===== config.mk =====
export PLATFORM = sky130hd
export DESIGN_NAME = mtnc_ctrl
export DESIGN_NICKNAME = d
export VERILOG_FILES = /design/src/design/mtnc_pkg.sv /design/src/design/mtnc_ctrl.sv
export SDC_FILE = /design/constraint.sdc
export NUM_CORES = 1
export LEC_CHECK = 0
export BUFFER_PORTS_ARGS = -buffer_cell sky130_fd_sc_hd__buf_2
export CORE_AREA = 2 2 194 196
export CTS_BUF_LIST = sky130_fd_sc_hd__clkbuf_2 sky130_fd_sc_hd__clkbuf_4 sky130_fd_sc_hd__clkbuf_8
export DETAILED_ROUTE_END_ITERATION = 7
export DIE_AREA = 0 0 196 198
export PLACE_DENSITY = 0.43
export SYNTH_ARGS = -nofsm -noshare
export SYNTH_HDL_FRONTEND = slang
export SYNTH_SLANG_ARGS = --single-unit

===== constraint.sdc =====
create_clock -name aclk -period 3.1 [get_ports aclk]
set_input_delay 0 -clock aclk [delete_from_list [all_inputs] [get_ports aclk]]
set_output_delay 0 -clock aclk [all_outputs]
set_load 0.05 [all_outputs]

===== src/design/mtnc_pkg.sv =====
`timescale 1ns / 1ps
// Package for the markup tag nesting checker: token and event codes,
// transaction payload structs, the relevant tag name table. No dependencies.
package mtnc_pkg;

    // Parameter defaults
    localparam int STACK_DEPTH_DEF = 64;
    localparam int NAME_CHARS_DEF  = 8;

    // Token kinds on the input channel
    typedef enum logic [3:0] {
        REQ_LT     = 4'd0,
        REQ_GT     = 4'd1,
        REQ_OPEN   = 4'd2,
        REQ_CLOSE  = 4'd3,
        REQ_WORD   = 4'd4,
        REQ_HYPHEN = 4'd5,
        REQ_NUMBER = 4'd6,
        REQ_APOS   = 4'd7,
        REQ_PUNCT  = 4'd8,
        REQ_OTHER  = 4'd9,
        REQ_END    = 4'd10
    } req_type_t;

    // Event codes on the result channel
    typedef enum logic [3:0] {
        EV_OPEN           = 4'd0,
        EV_CLOSE          = 4'd1,
        EV_WORD           = 4'd2,
        EV_HYPHEN         = 4'd3,
        EV_NUMBER         = 4'd4,
        EV_APOS           = 4'd5,
        EV_PUNCT          = 4'd6,
        EV_CLOSE_MISMATCH = 4'd7,
        EV_SKIP_MISMATCH  = 4'd8,
        EV_END            = 4'd9
    } event_t;

    // Input transaction
    typedef struct packed {
        logic [3:0]  req_type;
        logic [63:0] tag_name;
        logic [31:0] token_ref;
    } token_t;

    // Result transaction
    typedef struct packed {
        logic [3:0]  event_res;
        logic [63:0] name_out;
        logic [63:0] expected_name;
        logic [31:0] text_ref;
        logic [6:0]  main_depth;
        logic [6:0]  skip_depth;
        logic        overflowed;
    } result_t;

    // Relevant tag names, first character in the low byte
    localparam int NUM_RELEVANT = 7;
    localparam logic [63:0] RELEVANT_NAMES [NUM_RELEVANT] = '{
        64'h0000_0000_5458_4554,    // TEXT
        64'h0000_0000_4554_4144,    // DATE
        64'h0000_0000_0043_4F44,    // DOC
        64'h0000_004F_4E43_4F44,    // DOCNO
        64'h454E_494C_4441_4548,    // HEADLINE
        64'h0000_4854_474E_454C,    // LENGTH
        64'h0000_0000_0000_0050     // P
    };

    // Name match against the table, table entries cut to the name mask
    function automatic logic is_relevant(input logic [63:0] name,
                                         input logic [63:0] mask);
        logic hit;
        hit = 1'b0;
        for (int i = 0; i < NUM_RELEVANT; i++) begin
            if (name == (RELEVANT_NAMES[i] & mask)) begin
                hit = 1'b1;
            end
        end
        return hit;
    endfunction

endpackage


===== src/design/mtnc_ctrl.sv =====
`timescale 1ns / 1ps
// Token decoder and stack control: flags, stack counts, push/pop and
// result building. Depends on mtnc_pkg; stack tops come from mtnc_stack_mem.
module mtnc_ctrl #(
    parameter int STACK_DEPTH = mtnc_pkg::STACK_DEPTH_DEF,
    parameter int NAME_CHARS  = mtnc_pkg::NAME_CHARS_DEF,
    parameter int NAME_W      = 8 * NAME_CHARS,
    parameter int AW          = (STACK_DEPTH > 1) ? $clog2(STACK_DEPTH) : 1,
    parameter int CW          = $clog2(STACK_DEPTH + 1)
) (
    input  logic                aclk,
    input  logic                aresetn,
    input  logic                accept,
    input  mtnc_pkg::token_t    token,
    // relevant stack
    input  logic [NAME_W-1:0]   rel_top,
    output logic                rel_wr_en,
    output logic [AW-1:0]       rel_wr_addr,
    output logic [AW-1:0]       rel_rd_addr,
    // skipped stack
    input  logic [NAME_W-1:0]   skp_top,
    output logic                skp_wr_en,
    output logic [AW-1:0]       skp_wr_addr,
    output logic [AW-1:0]       skp_rd_addr,
    output logic [NAME_W-1:0]   push_name,
    // result
    output logic                res_valid,
    output mtnc_pkg::result_t   res
);

    localparam logic [CW-1:0] FULL = CW'(STACK_DEPTH);
    localparam logic [63:0] NAME_MASK = 64'({NAME_W{1'b1}});

    logic          rel_reg, rel_next;
    logic          cap_reg, cap_next;
    logic          tag_reg, tag_next;
    logic          ovf_reg, ovf_next;
    logic [CW-1:0] rcnt_reg, rcnt_next;
    logic [CW-1:0] scnt_reg, scnt_next;
    logic [CW-1:0] rcnt_dec, scnt_dec, scnt_less;

    logic [NAME_W-1:0] n;
    logic [63:0]       n64;
    logic [3:0]        t;
    logic              rel_hit, rel_match, skp_match;
    logic              open_req, rpush, spush;

    assign n         = token.tag_name[NAME_W-1:0];
    assign n64       = 64'(n);
    assign t         = token.req_type;
    assign rel_hit   = mtnc_pkg::is_relevant(n64, NAME_MASK);
    assign rel_match = (rcnt_reg != '0) && (rel_top == n);
    assign skp_match = (scnt_reg != '0) && (skp_top == n);
    assign scnt_less = scnt_reg - CW'(1);
    assign push_name = n;

    // Token decode and next state
    always_comb begin
        rel_next  = rel_reg;
        cap_next  = cap_reg;
        tag_next  = tag_reg;
        ovf_next  = ovf_reg;
        rcnt_next = rcnt_reg;
        scnt_next = scnt_reg;
        open_req  = 1'b0;
        rpush     = 1'b0;
        spush     = 1'b0;
        res_valid = 1'b0;
        res       = '0;

        if (accept) begin
            if (t == mtnc_pkg::REQ_END) begin
                res_valid      = 1'b1;
                res.event_res  = mtnc_pkg::EV_END;
                res.main_depth = 7'(rcnt_reg);
                res.skip_depth = 7'(scnt_reg);
            end else if (rel_reg) begin
                // relevant region
                if (t == mtnc_pkg::REQ_LT && !cap_reg && !tag_reg) begin
                    cap_next = 1'b1;
                    tag_next = 1'b1;
                end else if (t == mtnc_pkg::REQ_OPEN) begin
                    open_req = 1'b1;
                end else if (t == mtnc_pkg::REQ_GT && tag_reg) begin
                    tag_next = 1'b0;
                end else if (t != mtnc_pkg::REQ_CLOSE && !cap_reg && !tag_reg) begin
                    res.text_ref = token.token_ref;
                    unique case (t)
                        mtnc_pkg::REQ_WORD: begin
                            res_valid     = 1'b1;
                            res.event_res = mtnc_pkg::EV_WORD;
                        end
                        mtnc_pkg::REQ_HYPHEN: begin
                            res_valid     = 1'b1;
                            res.event_res = mtnc_pkg::EV_HYPHEN;
                        end
                        mtnc_pkg::REQ_NUMBER: begin
                            res_valid     = 1'b1;
                            res.event_res = mtnc_pkg::EV_NUMBER;
                        end
                        mtnc_pkg::REQ_APOS: begin
                            res_valid     = 1'b1;
                            res.event_res = mtnc_pkg::EV_APOS;
                        end
                        mtnc_pkg::REQ_PUNCT: begin
                            res_valid     = 1'b1;
                            res.event_res = mtnc_pkg::EV_PUNCT;
                        end
                        default: begin
                            res.text_ref = '0;
                        end
                    endcase
                end else if (t == mtnc_pkg::REQ_WORD && cap_reg && tag_reg) begin
                    // captured word after '<' names the tag
                    open_req = 1'b1;
                end else if (t == mtnc_pkg::REQ_WORD && !cap_reg && tag_reg) begin
                    // attribute word, ignored
                end else if (t == mtnc_pkg::REQ_CLOSE && rel_hit) begin
                    res_valid    = 1'b1;
                    res.name_out = n64;
                    if (rel_match) begin
                        rcnt_next     = rcnt_reg - CW'(1);
                        res.event_res = mtnc_pkg::EV_CLOSE;
                    end else begin
                        res.event_res = mtnc_pkg::EV_CLOSE_MISMATCH;
                    end
                end
            end else begin
                // skipped region
                if (t == mtnc_pkg::REQ_OPEN) begin
                    spush = 1'b1;
                end else if (t == mtnc_pkg::REQ_CLOSE) begin
                    if (skp_match) begin
                        scnt_next = scnt_less;
                        if (scnt_less == '0) begin
                            rel_next = 1'b1;
                        end
                    end else begin
                        res_valid     = 1'b1;
                        res.event_res = mtnc_pkg::EV_SKIP_MISMATCH;
                        res.name_out  = n64;
                        if (scnt_reg != '0) begin
                            res.expected_name = 64'(skp_top);
                        end
                    end
                end else if (t == mtnc_pkg::REQ_LT && !cap_reg) begin
                    tag_next = 1'b1;
                    cap_next = 1'b1;
                end else if (t == mtnc_pkg::REQ_WORD && cap_reg) begin
                    cap_next = 1'b0;
                    spush    = 1'b1;
                end else if (t == mtnc_pkg::REQ_GT && tag_reg) begin
                    tag_next = 1'b0;
                end
            end
        end

        // Tag opening in a relevant region
        if (open_req) begin
            cap_next = 1'b0;
            if (rel_hit) begin
                rpush         = 1'b1;
                res_valid     = 1'b1;
                res.event_res = mtnc_pkg::EV_OPEN;
                res.name_out  = n64;
            end else begin
                rel_next = 1'b0;
                spush    = 1'b1;
            end
        end

        // Pushes, dropped on a full stack
        rel_wr_en = 1'b0;
        skp_wr_en = 1'b0;
        if (rpush) begin
            if (rcnt_reg >= FULL) begin
                ovf_next = 1'b1;
            end else begin
                rel_wr_en = 1'b1;
                rcnt_next = rcnt_reg + CW'(1);
            end
        end
        if (spush) begin
            if (scnt_reg >= FULL) begin
                ovf_next = 1'b1;
            end else begin
                skp_wr_en = 1'b1;
                scnt_next = scnt_reg + CW'(1);
            end
        end

        res.overflowed = ovf_next;
    end

    // Memory addressing: read the top that the next token will see
    assign rcnt_dec    = rcnt_next - CW'(1);
    assign scnt_dec    = scnt_next - CW'(1);
    assign rel_rd_addr = rcnt_dec[AW-1:0];
    assign skp_rd_addr = scnt_dec[AW-1:0];
    assign rel_wr_addr = rcnt_reg[AW-1:0];
    assign skp_wr_addr = scnt_reg[AW-1:0];

    // State registers
    always_ff @(posedge aclk) begin
        if (!aresetn) begin
            rel_reg  <= 1'b1;
            cap_reg  <= 1'b0;
            tag_reg  <= 1'b0;
            ovf_reg  <= 1'b0;
            rcnt_reg <= '0;
            scnt_reg <= '0;
        end else begin
            rel_reg  <= rel_next;
            cap_reg  <= cap_next;
            tag_reg  <= tag_next;
            ovf_reg  <= ovf_next;
            rcnt_reg <= rcnt_next;
            scnt_reg <= scnt_next;
        end
    end

endmodule


==> results of run 1 <==
[worst max path at each step]
stage | slack (ns) | cells past startpoint | to
finish | -0.20 | 12 | skp_rd_addr[5]
floorplan | -0.26 | 12 | skp_rd_addr[4]
global route | -0.30 | 12 | skp_rd_addr[5]
global placement | -0.42 | 14 | skp_rd_addr[5]
detailed placement | -0.39 | 13 | skp_rd_addr[4]
CTS | -0.19 | 13 | skp_rd_addr[5]
[final cells by class]
type | count | share of cell area, %
Multi-Input combinational cell | 633 | 48.6
Timing Repair Buffer | 674 | 41.0
Tap cell | 474 | 5.88
Sequential cell | 18 | 3.58
Clock buffer | 4 | 0.545
Inverter | 11 | 0.409
[per-stage QoR]
stage	std cells	utilization, %	hold WS (ns)	TNS (ns)
after CTS	1811	26.6	0.0213	-0.716
after detailed placement	1802	25.8	0.303	-2.66
after global routing	1814	27.3	0.0386	-1.41
after floorplan	778	-	0.167	-0.346
after global placement	1802	25.8	0.300	-3.36
final	1814	27.3	0.0364	-0.551
[repair_timing]
| item | 4_1_cts | 5_1_grt |
|---|---|---|
| gates cloned | 0 | 0 |
| pin swaps | 17 | 19 |
| buffers inserted | 6 | 5 |
| gates resized for setup | 43 | 74 |
| hold buffers | 0 | 0 |
| setup endpoints to repair | 26 | 28 |
[power breakdown]
group | internal (mW) | switching [mW] | total, mW | leakage, nW
registers | 0.232 | 0.000559 | 0.233 | 0.146
clock network | 0.113 | 0.0898 | 0.203 | 0.0288
logic | 0.405 | 0.665 | 1.07 | 4.73
[metal layers]
metal / global-route usage (%) / wire length [µm] / share of wire [%] / vias to the layer above
li1: - / - / - / 3711
met1: 22.8 / 15700 / 41 / 3658
met2: 34.0 / 19700 / 52 / 335
met3: 2.28 / 1990 / 5.2 / 30
met4: 3.31 / 657 / 1.7 / 0
met5: 0 / 0 / 0 / -
[logic make-up after synthesis]
family / synth area share [%]
compound gates: 7.78
xor+xnor: 23.4
fa+ha+maj: 2.05
buf+inv: 14.1
flops: 6.55
mux: 0.387
simple gates: 45.7
[cells in the final DEF (no fill, tap or decap), drive strengths merged, types with 6 or more instances in the layout]
master / instances
nand2: 32
nor2b: 72
xnor2: 111
nor3: 21
ha: 9
nand3: 15
clkbuf: 7
xor2: 36
nand4: 37
and3: 12
nand2b: 7
inv: 11
a21oi: 16
o21ai: 9
dfxtp: 18
nor2: 37
buf: 671
nor4: 26
or4: 8
and2: 114
nor4b: 6
==> flow_summary.json, run 1 <==
{
  "ir_drop_uv": 150,
  "crit_fanout": 6,
  "synth-edff-count": 0,
  "relSlewSlack_pct": 29.8,
  "violations": "setup timing",
  "synth_nets": 1018,
  "initial_core_util_pct": 14.9,
  "ios": 501,
  "leakagePower_nw": 4.91,
  "post_dp_cell_area_um2": 9550,
  "rows": 71,
  "clock-root-buffer": "clkbuf_8",
  "place_congestion": 0.867,
  "vias_per_cell": 4.26,
  "period_share_pct": 107,
  "synth_seq_cells": 18,
  "nFillCells": 4206,
  "drtIter0Drc": 386,
  "ff2ff_path_depth": 9,
  "drc": 0,
  "crit_arrival_ns": 3.30,
  "synth_cells": 778,
  "finClkSkew_ns": 0.00937,
  "synthFlopType": "dfxtp_1",
  "die_x_um": 196,
  "slew_viol_final": 0,
  "critical_path_buf_inv_count": 3,
  "path_cells": "buf_6 > or4_4 > or4_4 > or4b_4 > o211ai_4 > o21ai_4 > a21o_1 > o32a_1 > a2111oi_4 > buf_4 > xor2_4 > buf_6",
  "drive_above_1_share_pct": 56.0,
  "crit_slowest_cell": "or4_4",
  "grt_start_max_net_pins": 53,
  "min_to": "rel_reg$_SDFF_PN1_",
  "synthesis.area_um2": 5500,
  "vias": 7734,
  "cap_viol_max_count": 0,
  "holdCritStartpoint": "aresetn",
  "setup_violations": 7,
  "fin_ws_ns": -0.203,
  "first_global_vias": 7390,
  "finalInstanceArea_um2": 10100,
  "wl_per_cell_um": 21.0,
  "yosys-top-cells-area": "xnor2_1 (18%), and2_1 (13%), buf_4 (11%)",
  "grt-ovfl-total": 0,
  "synth_top_area_cell": "xnor2_1",
  "clock_sinks": 18,
  "grtUsageTotal_pct": 18.3,
  "post-route-min-period_ns": 3.30,
  "tightest_slew_ns": 1.05,
  "core-area_um2": 37000,
  "r2r-end": "scnt_reg[5]$_SDFF_PN0_",
  "path_class": "in -> out",
  "outcome": "complete, but fails checks",
  "clk_latency_ns": 0.26,
  "cp_top_family": "simple AND/OR/NAND/NOR gates",
  "cts.path.max_buffers": 2,
  "yosysMostFrequentCell": "and2_1",
  "pre_cts_slack_ns": -0.391,
  "r2r_start": "cap_reg$_SDFFE_PP0P_",
  "avgSynthCellArea_um2": 7.07,
  "hold_depth": 2,
  "port_buffers": 500,
  "antenna_found_initial": 2,
  "p_total_mw": 1.51,
  "drtPass1Iterations": 4,
  "rsz0062_at_grt": "yes",
  "yosysTopAreaCellShare_pct": 17.7,
  "tritoncts": "built",
  "start_kind": "input pin",
  "grt_pass1_wl_mm": 51.6,
  "cts_buffers": 3,
  "cts-htree-levels": 1,
  "max_freq_mhz": 303,
  "dieArea_um2": 38800,
  "fp.dieH_um": 198,
  "power.density_nw_per_um2": 149,
  "hpwl_mm": 33.3,
  "hold_class": "in -> reg",
  "yosys_warnings": 0,
  "crit_start": "token[78]",
  "hold_viol": 0,
  "diodes": 0,
  "path_clk_slew_ns": 0.08,
  "yosysSeqAreaShare_pct": 6.55,
  "max_stage_delay_ns": 0.57,
  "regArea_um2": 362,
  "finalWirelength_mm": 38.1,
  "syn_to_final_growth_pct": 83.5,
  "multi_input_area_um2": 4910,
  "async_flop_share_pct": 0,
  "detail-route-antenna-nets": 0,
  "required_ns": 3.10,
  "end_kind": "output pin",
  "layout.nets": 1581,
  "yosys-top-cells-count": "and2_1 (114), xnor2_1 (111), buf_4 (77)",
  "rrSetupSlack_ns": 0.45,
  "ys_types": 65
}
No activity file was read; power rests on OpenSTA's default activity.
==> inputs of run 2 (changes only) <==
--- a/config.mk
+++ b/config.mk
@@ -5,12 +5,13 @@
 export SDC_FILE = /design/constraint.sdc
 export NUM_CORES = 1
 export LEC_CHECK = 0
+export ABC_AREA = 1
 export BUFFER_PORTS_ARGS = -buffer_cell sky130_fd_sc_hd__buf_2
-export CORE_AREA = 2 2 194 196
+export CORE_AREA = 2 2 192 194
 export CTS_BUF_LIST = sky130_fd_sc_hd__clkbuf_2 sky130_fd_sc_hd__clkbuf_4 sky130_fd_sc_hd__clkbuf_8
 export DETAILED_ROUTE_END_ITERATION = 7
-export DIE_AREA = 0 0 196 198
-export PLACE_DENSITY = 0.43
+export DIE_AREA = 0 0 194 196
+export PLACE_DENSITY = 0.47
 export SYNTH_ARGS = -nofsm -noshare
 export SYNTH_HDL_FRONTEND = slang
 export SYNTH_SLANG_ARGS = --single-unit
==> run 2 against run 1 <==
Effect of this change: the flow now finishes without violations; largest power group unchanged; critical endpoint is now res[176]; clock skew fell by 0.0049 ns; total power grew 5.2%; combinational power up 6%; core utilization is 0.87 points lower; global-route usage rose by 2.7 points; register-to-register slack improved by 0.38 ns; final area shrank 5.5%; wire length is 9.7% higher.
==> flow_summary.json, run 2 <==
{
  "cts_buffers": 3,
  "min_to": "cap_reg$_SDFFE_PP0P_",
  "ios": 501,
  "grt_start_max_net_pins": 65,
  "clock-root-buffer": "clkbuf_8",
  "final_common_cell": "buf_2",
  "clock_sinks": 18,
  "vias": 9502,
  "syn_to_final_growth_pct": 45.7,
  "vias_per_cell": 4.45,
  "intPower_uw": 692,
  "leakagePower_nw": 5.30,
  "r2r-end": "scnt_reg[3]$_SDFF_PN0_",
  "drive_above_1_share_pct": 37.2,
  "first_global_vias": 9165,
  "synth-edff-count": 0,
  "layout.nets": 1907,
  "grt-ovfl-total": 0,
  "cts.path.max_buffers": 2,
  "tritoncts": "built",
  "initial_core_util_pct": 18.2,
  "drtPass1Iterations": 5,
  "drc": 0,
  "yosysMostFrequentCell": "nand2_1",
  "post_dp_cell_area_um2": 9350,
  "synth_seq_cells": 18,
  "detail-route-antenna-nets": 0,
  "hold_class": "in -> reg",
  "grtUsageTotal_pct": 21.0,
  "synthesis.area_um2": 6550,
  "avgSynthCellArea_um2": 5.33,
  "core-area_um2": 36100,
  "layout_common_cells": "buf_2 (489), nand2_1 (303), nor2_1 (207)",
  "finalWirelength_mm": 41.8,
  "fin_tns_setup_ns": 0,
  "power.density_nw_per_um2": 166,
  "port_buffers": 500,
  "synth_cells": 1230,
  "pre_cts_slack_ns": 0.0399,
  "wl_per_cell_um": 19.6,
  "hold_viol": 0,
  "cts-htree-levels": 1,
  "path_class": "reg -> out",
  "yosys-top-cells-count": "nand2_1 (306), nor2_1 (211), inv_1 (162)",
  "hold_slack_ns": 0.238,
  "dieArea_um2": 38000,
  "outcome": "complete, no violations",
  "yosysSeqAreaShare_pct": 5.50,
  "clk_latency_ns": 0.26,
  "relSlewSlack_pct": 27.7,
  "place_congestion": 0.917,
  "crit_arrival_ns": 2.85,
  "required_ns": 3.10,
  "path_clk_slew_ns": 0.08,
  "final_cells": 2137,
  "setup_violations": 0,
  "fp.dieH_um": 196,
  "ys_types": 45,
  "cap_viol_max_count": 0,
  "tightest_slew_ns": 1.08,
  "holdCritStartpoint": "token[99]",
  "yosys-top-cells-area": "nand2_1 (18%), nor2_1 (12%), inv_1 (9.3%)",
  "ir_drop_uv": 160,
  "ff2ff_path_depth": 17,
  "dp_cells": 2121,
  "yosys_warnings": 0,
  "power.share.switching_pct": 56.3,
  "crit_fanout": 6,
  "finClkSkew_ns": 0.00445,
  "slew_viol_final": 0,
  "final_util_pct": 26.4,
  "seq_power_share_pct": 14.9,
  "hpwl_mm": 36.0,
  "drtIter0Drc": 516,
  "rrSetupSlack_ns": 0.83,
  "period_share_pct": 92.1,
  "pwr-share-clk_pct": 13.5,
  "finalInstanceArea_um2": 9540,
  "power_switching_uw": 892,
  "post-route-min-period_ns": 2.85,
  "async_flop_share_pct": 0,
  "start_kind": "flop",
  "synth_nets": 1470,
  "rows": 70,
  "yosysTopAreaCellShare_pct": 17.5,
  "synth_top_area_cell": "nand2_1",
  "r2r_start": "scnt_reg[0]$_SDFF_PN0_",
  "grt_pass1_wl_mm": 60.6,
  "hold_depth": 6,
  "end_kind": "output pin",
  "die_x_um": 194,
  "antenna_found_initial": 5,
  "p_total_mw": 1.58,
  "combPwrFrac_pct": 71.6,
  "nFillCells": 4250,
  "fin_ws_ns": 0.245,
  "rsz0062_at_grt": "no",
  "max_freq_mhz": 350,
  "synthFlopType": "dfxtp_1"
}
[run 2: changes by cell type after synthesis, moves of 38 or more]
| cell | change |
|---|---|
| inv_1 | +151 |
| nand2_1 | +274 |
| and2_1 | -114 |
| nor2b_1 | -72 |
| nor2_1 | +174 |
| xnor2_1 | -42 |
| nand3_1 | +38 |
| nor3b_1 | +67 |
[run 2: final cells by class]
class	instances	area (µm²)	share of cell area, %
multi-input cells	923	4870	51.0
repair buffers	544	2990	31.3
inverters	177	664	6.96
well taps	468	586	6.14
flip-flops and latches	18	372	3.89
clock buffers	4	55.1	0.577
diodes	3	7.51	0.0787
[run 2: critical path: stages (launching register included)]
cell     delay (ns)
dfxtp_4        0.37
inv_2          0.08
ha_1           0.19
nand4_1        0.11
nand2_1        0.08
nor2_2         0.10
nand2_1        0.09
nor2_4         0.11
nand4_1        0.18
buf_4          0.20
buf_4          0.13
buf_4          0.12
buf_4          0.12
buf_4          0.12
buf_4          0.12
buf_4          0.12
nand2_1        0.08
nor4_1         0.05
buf_2          0.23
[run 2: power by group through the flow]
stage	Sequential, mW	Combinational [mW]	Clock [mW]
floorplan	0.241	0.698	0
global placement	0.243	1.13	0
detailed placement	0.243	1.13	0
CTS	0.238	1.14	0.220
global route	0.237	1.22	0.226
finish	0.236	1.13	0.213
[run 2: kinds of logic after synthesis]
group | share of synthesized area (%)
AO/OA/AOI/OAI | 4.26
flip-flops | 5.50
XOR/XNOR | 12.2
adder cells (fa/ha/maj) | 1.72
buffers and inverters | 21.2
AND/OR/NAND/NOR | 55.2
[run 2: per-layer routing]
metal | GRT usage (%) | wire [µm]
met1 | 27.8 | 18600
met2 | 37.8 | 20500
met3 | 2.20 | 2340
met4 | 2.33 | 345
met5 | 0 | 0
[run 2: repair_timing]
action | 4_1_cts | 5_1_grt
hold buffers | 1 | 0
setup buffers | 7 | 1
gates resized for setup | 7 | 17
cloned | 0 | 0
setup endpoints to repair | 7 | 65
hold endpoints to repair | 1 | 0
pin swaps | 2 | 4
[run 2: worst max-delay path by stage]
stage / start / to / slack, ns / depth (start not counted)
6_report: rcnt_reg[0]$_SDFF_PN0_ / res[176] / 0.25 / 18
5_1_grt: scnt_reg[0]$_SDFF_PN0_ / skp_rd_addr[4] / 0.006 / 19
3_5_place_dp: rcnt_reg[0]$_SDFF_PN0_ / rel_rd_addr[4] / 0.04 / 19
4_1_cts: rcnt_reg[1]$_SDFF_PN0_ / rel_rd_addr[2] / 0.02 / 18
2_1_floorplan: scnt_reg[0]$_SDFF_PN0_ / skp_rd_addr[4] / 0.03 / 16
3_3_place_gp: rcnt_reg[0]$_SDFF_PN0_ / rel_rd_addr[4] / 0.003 / 19
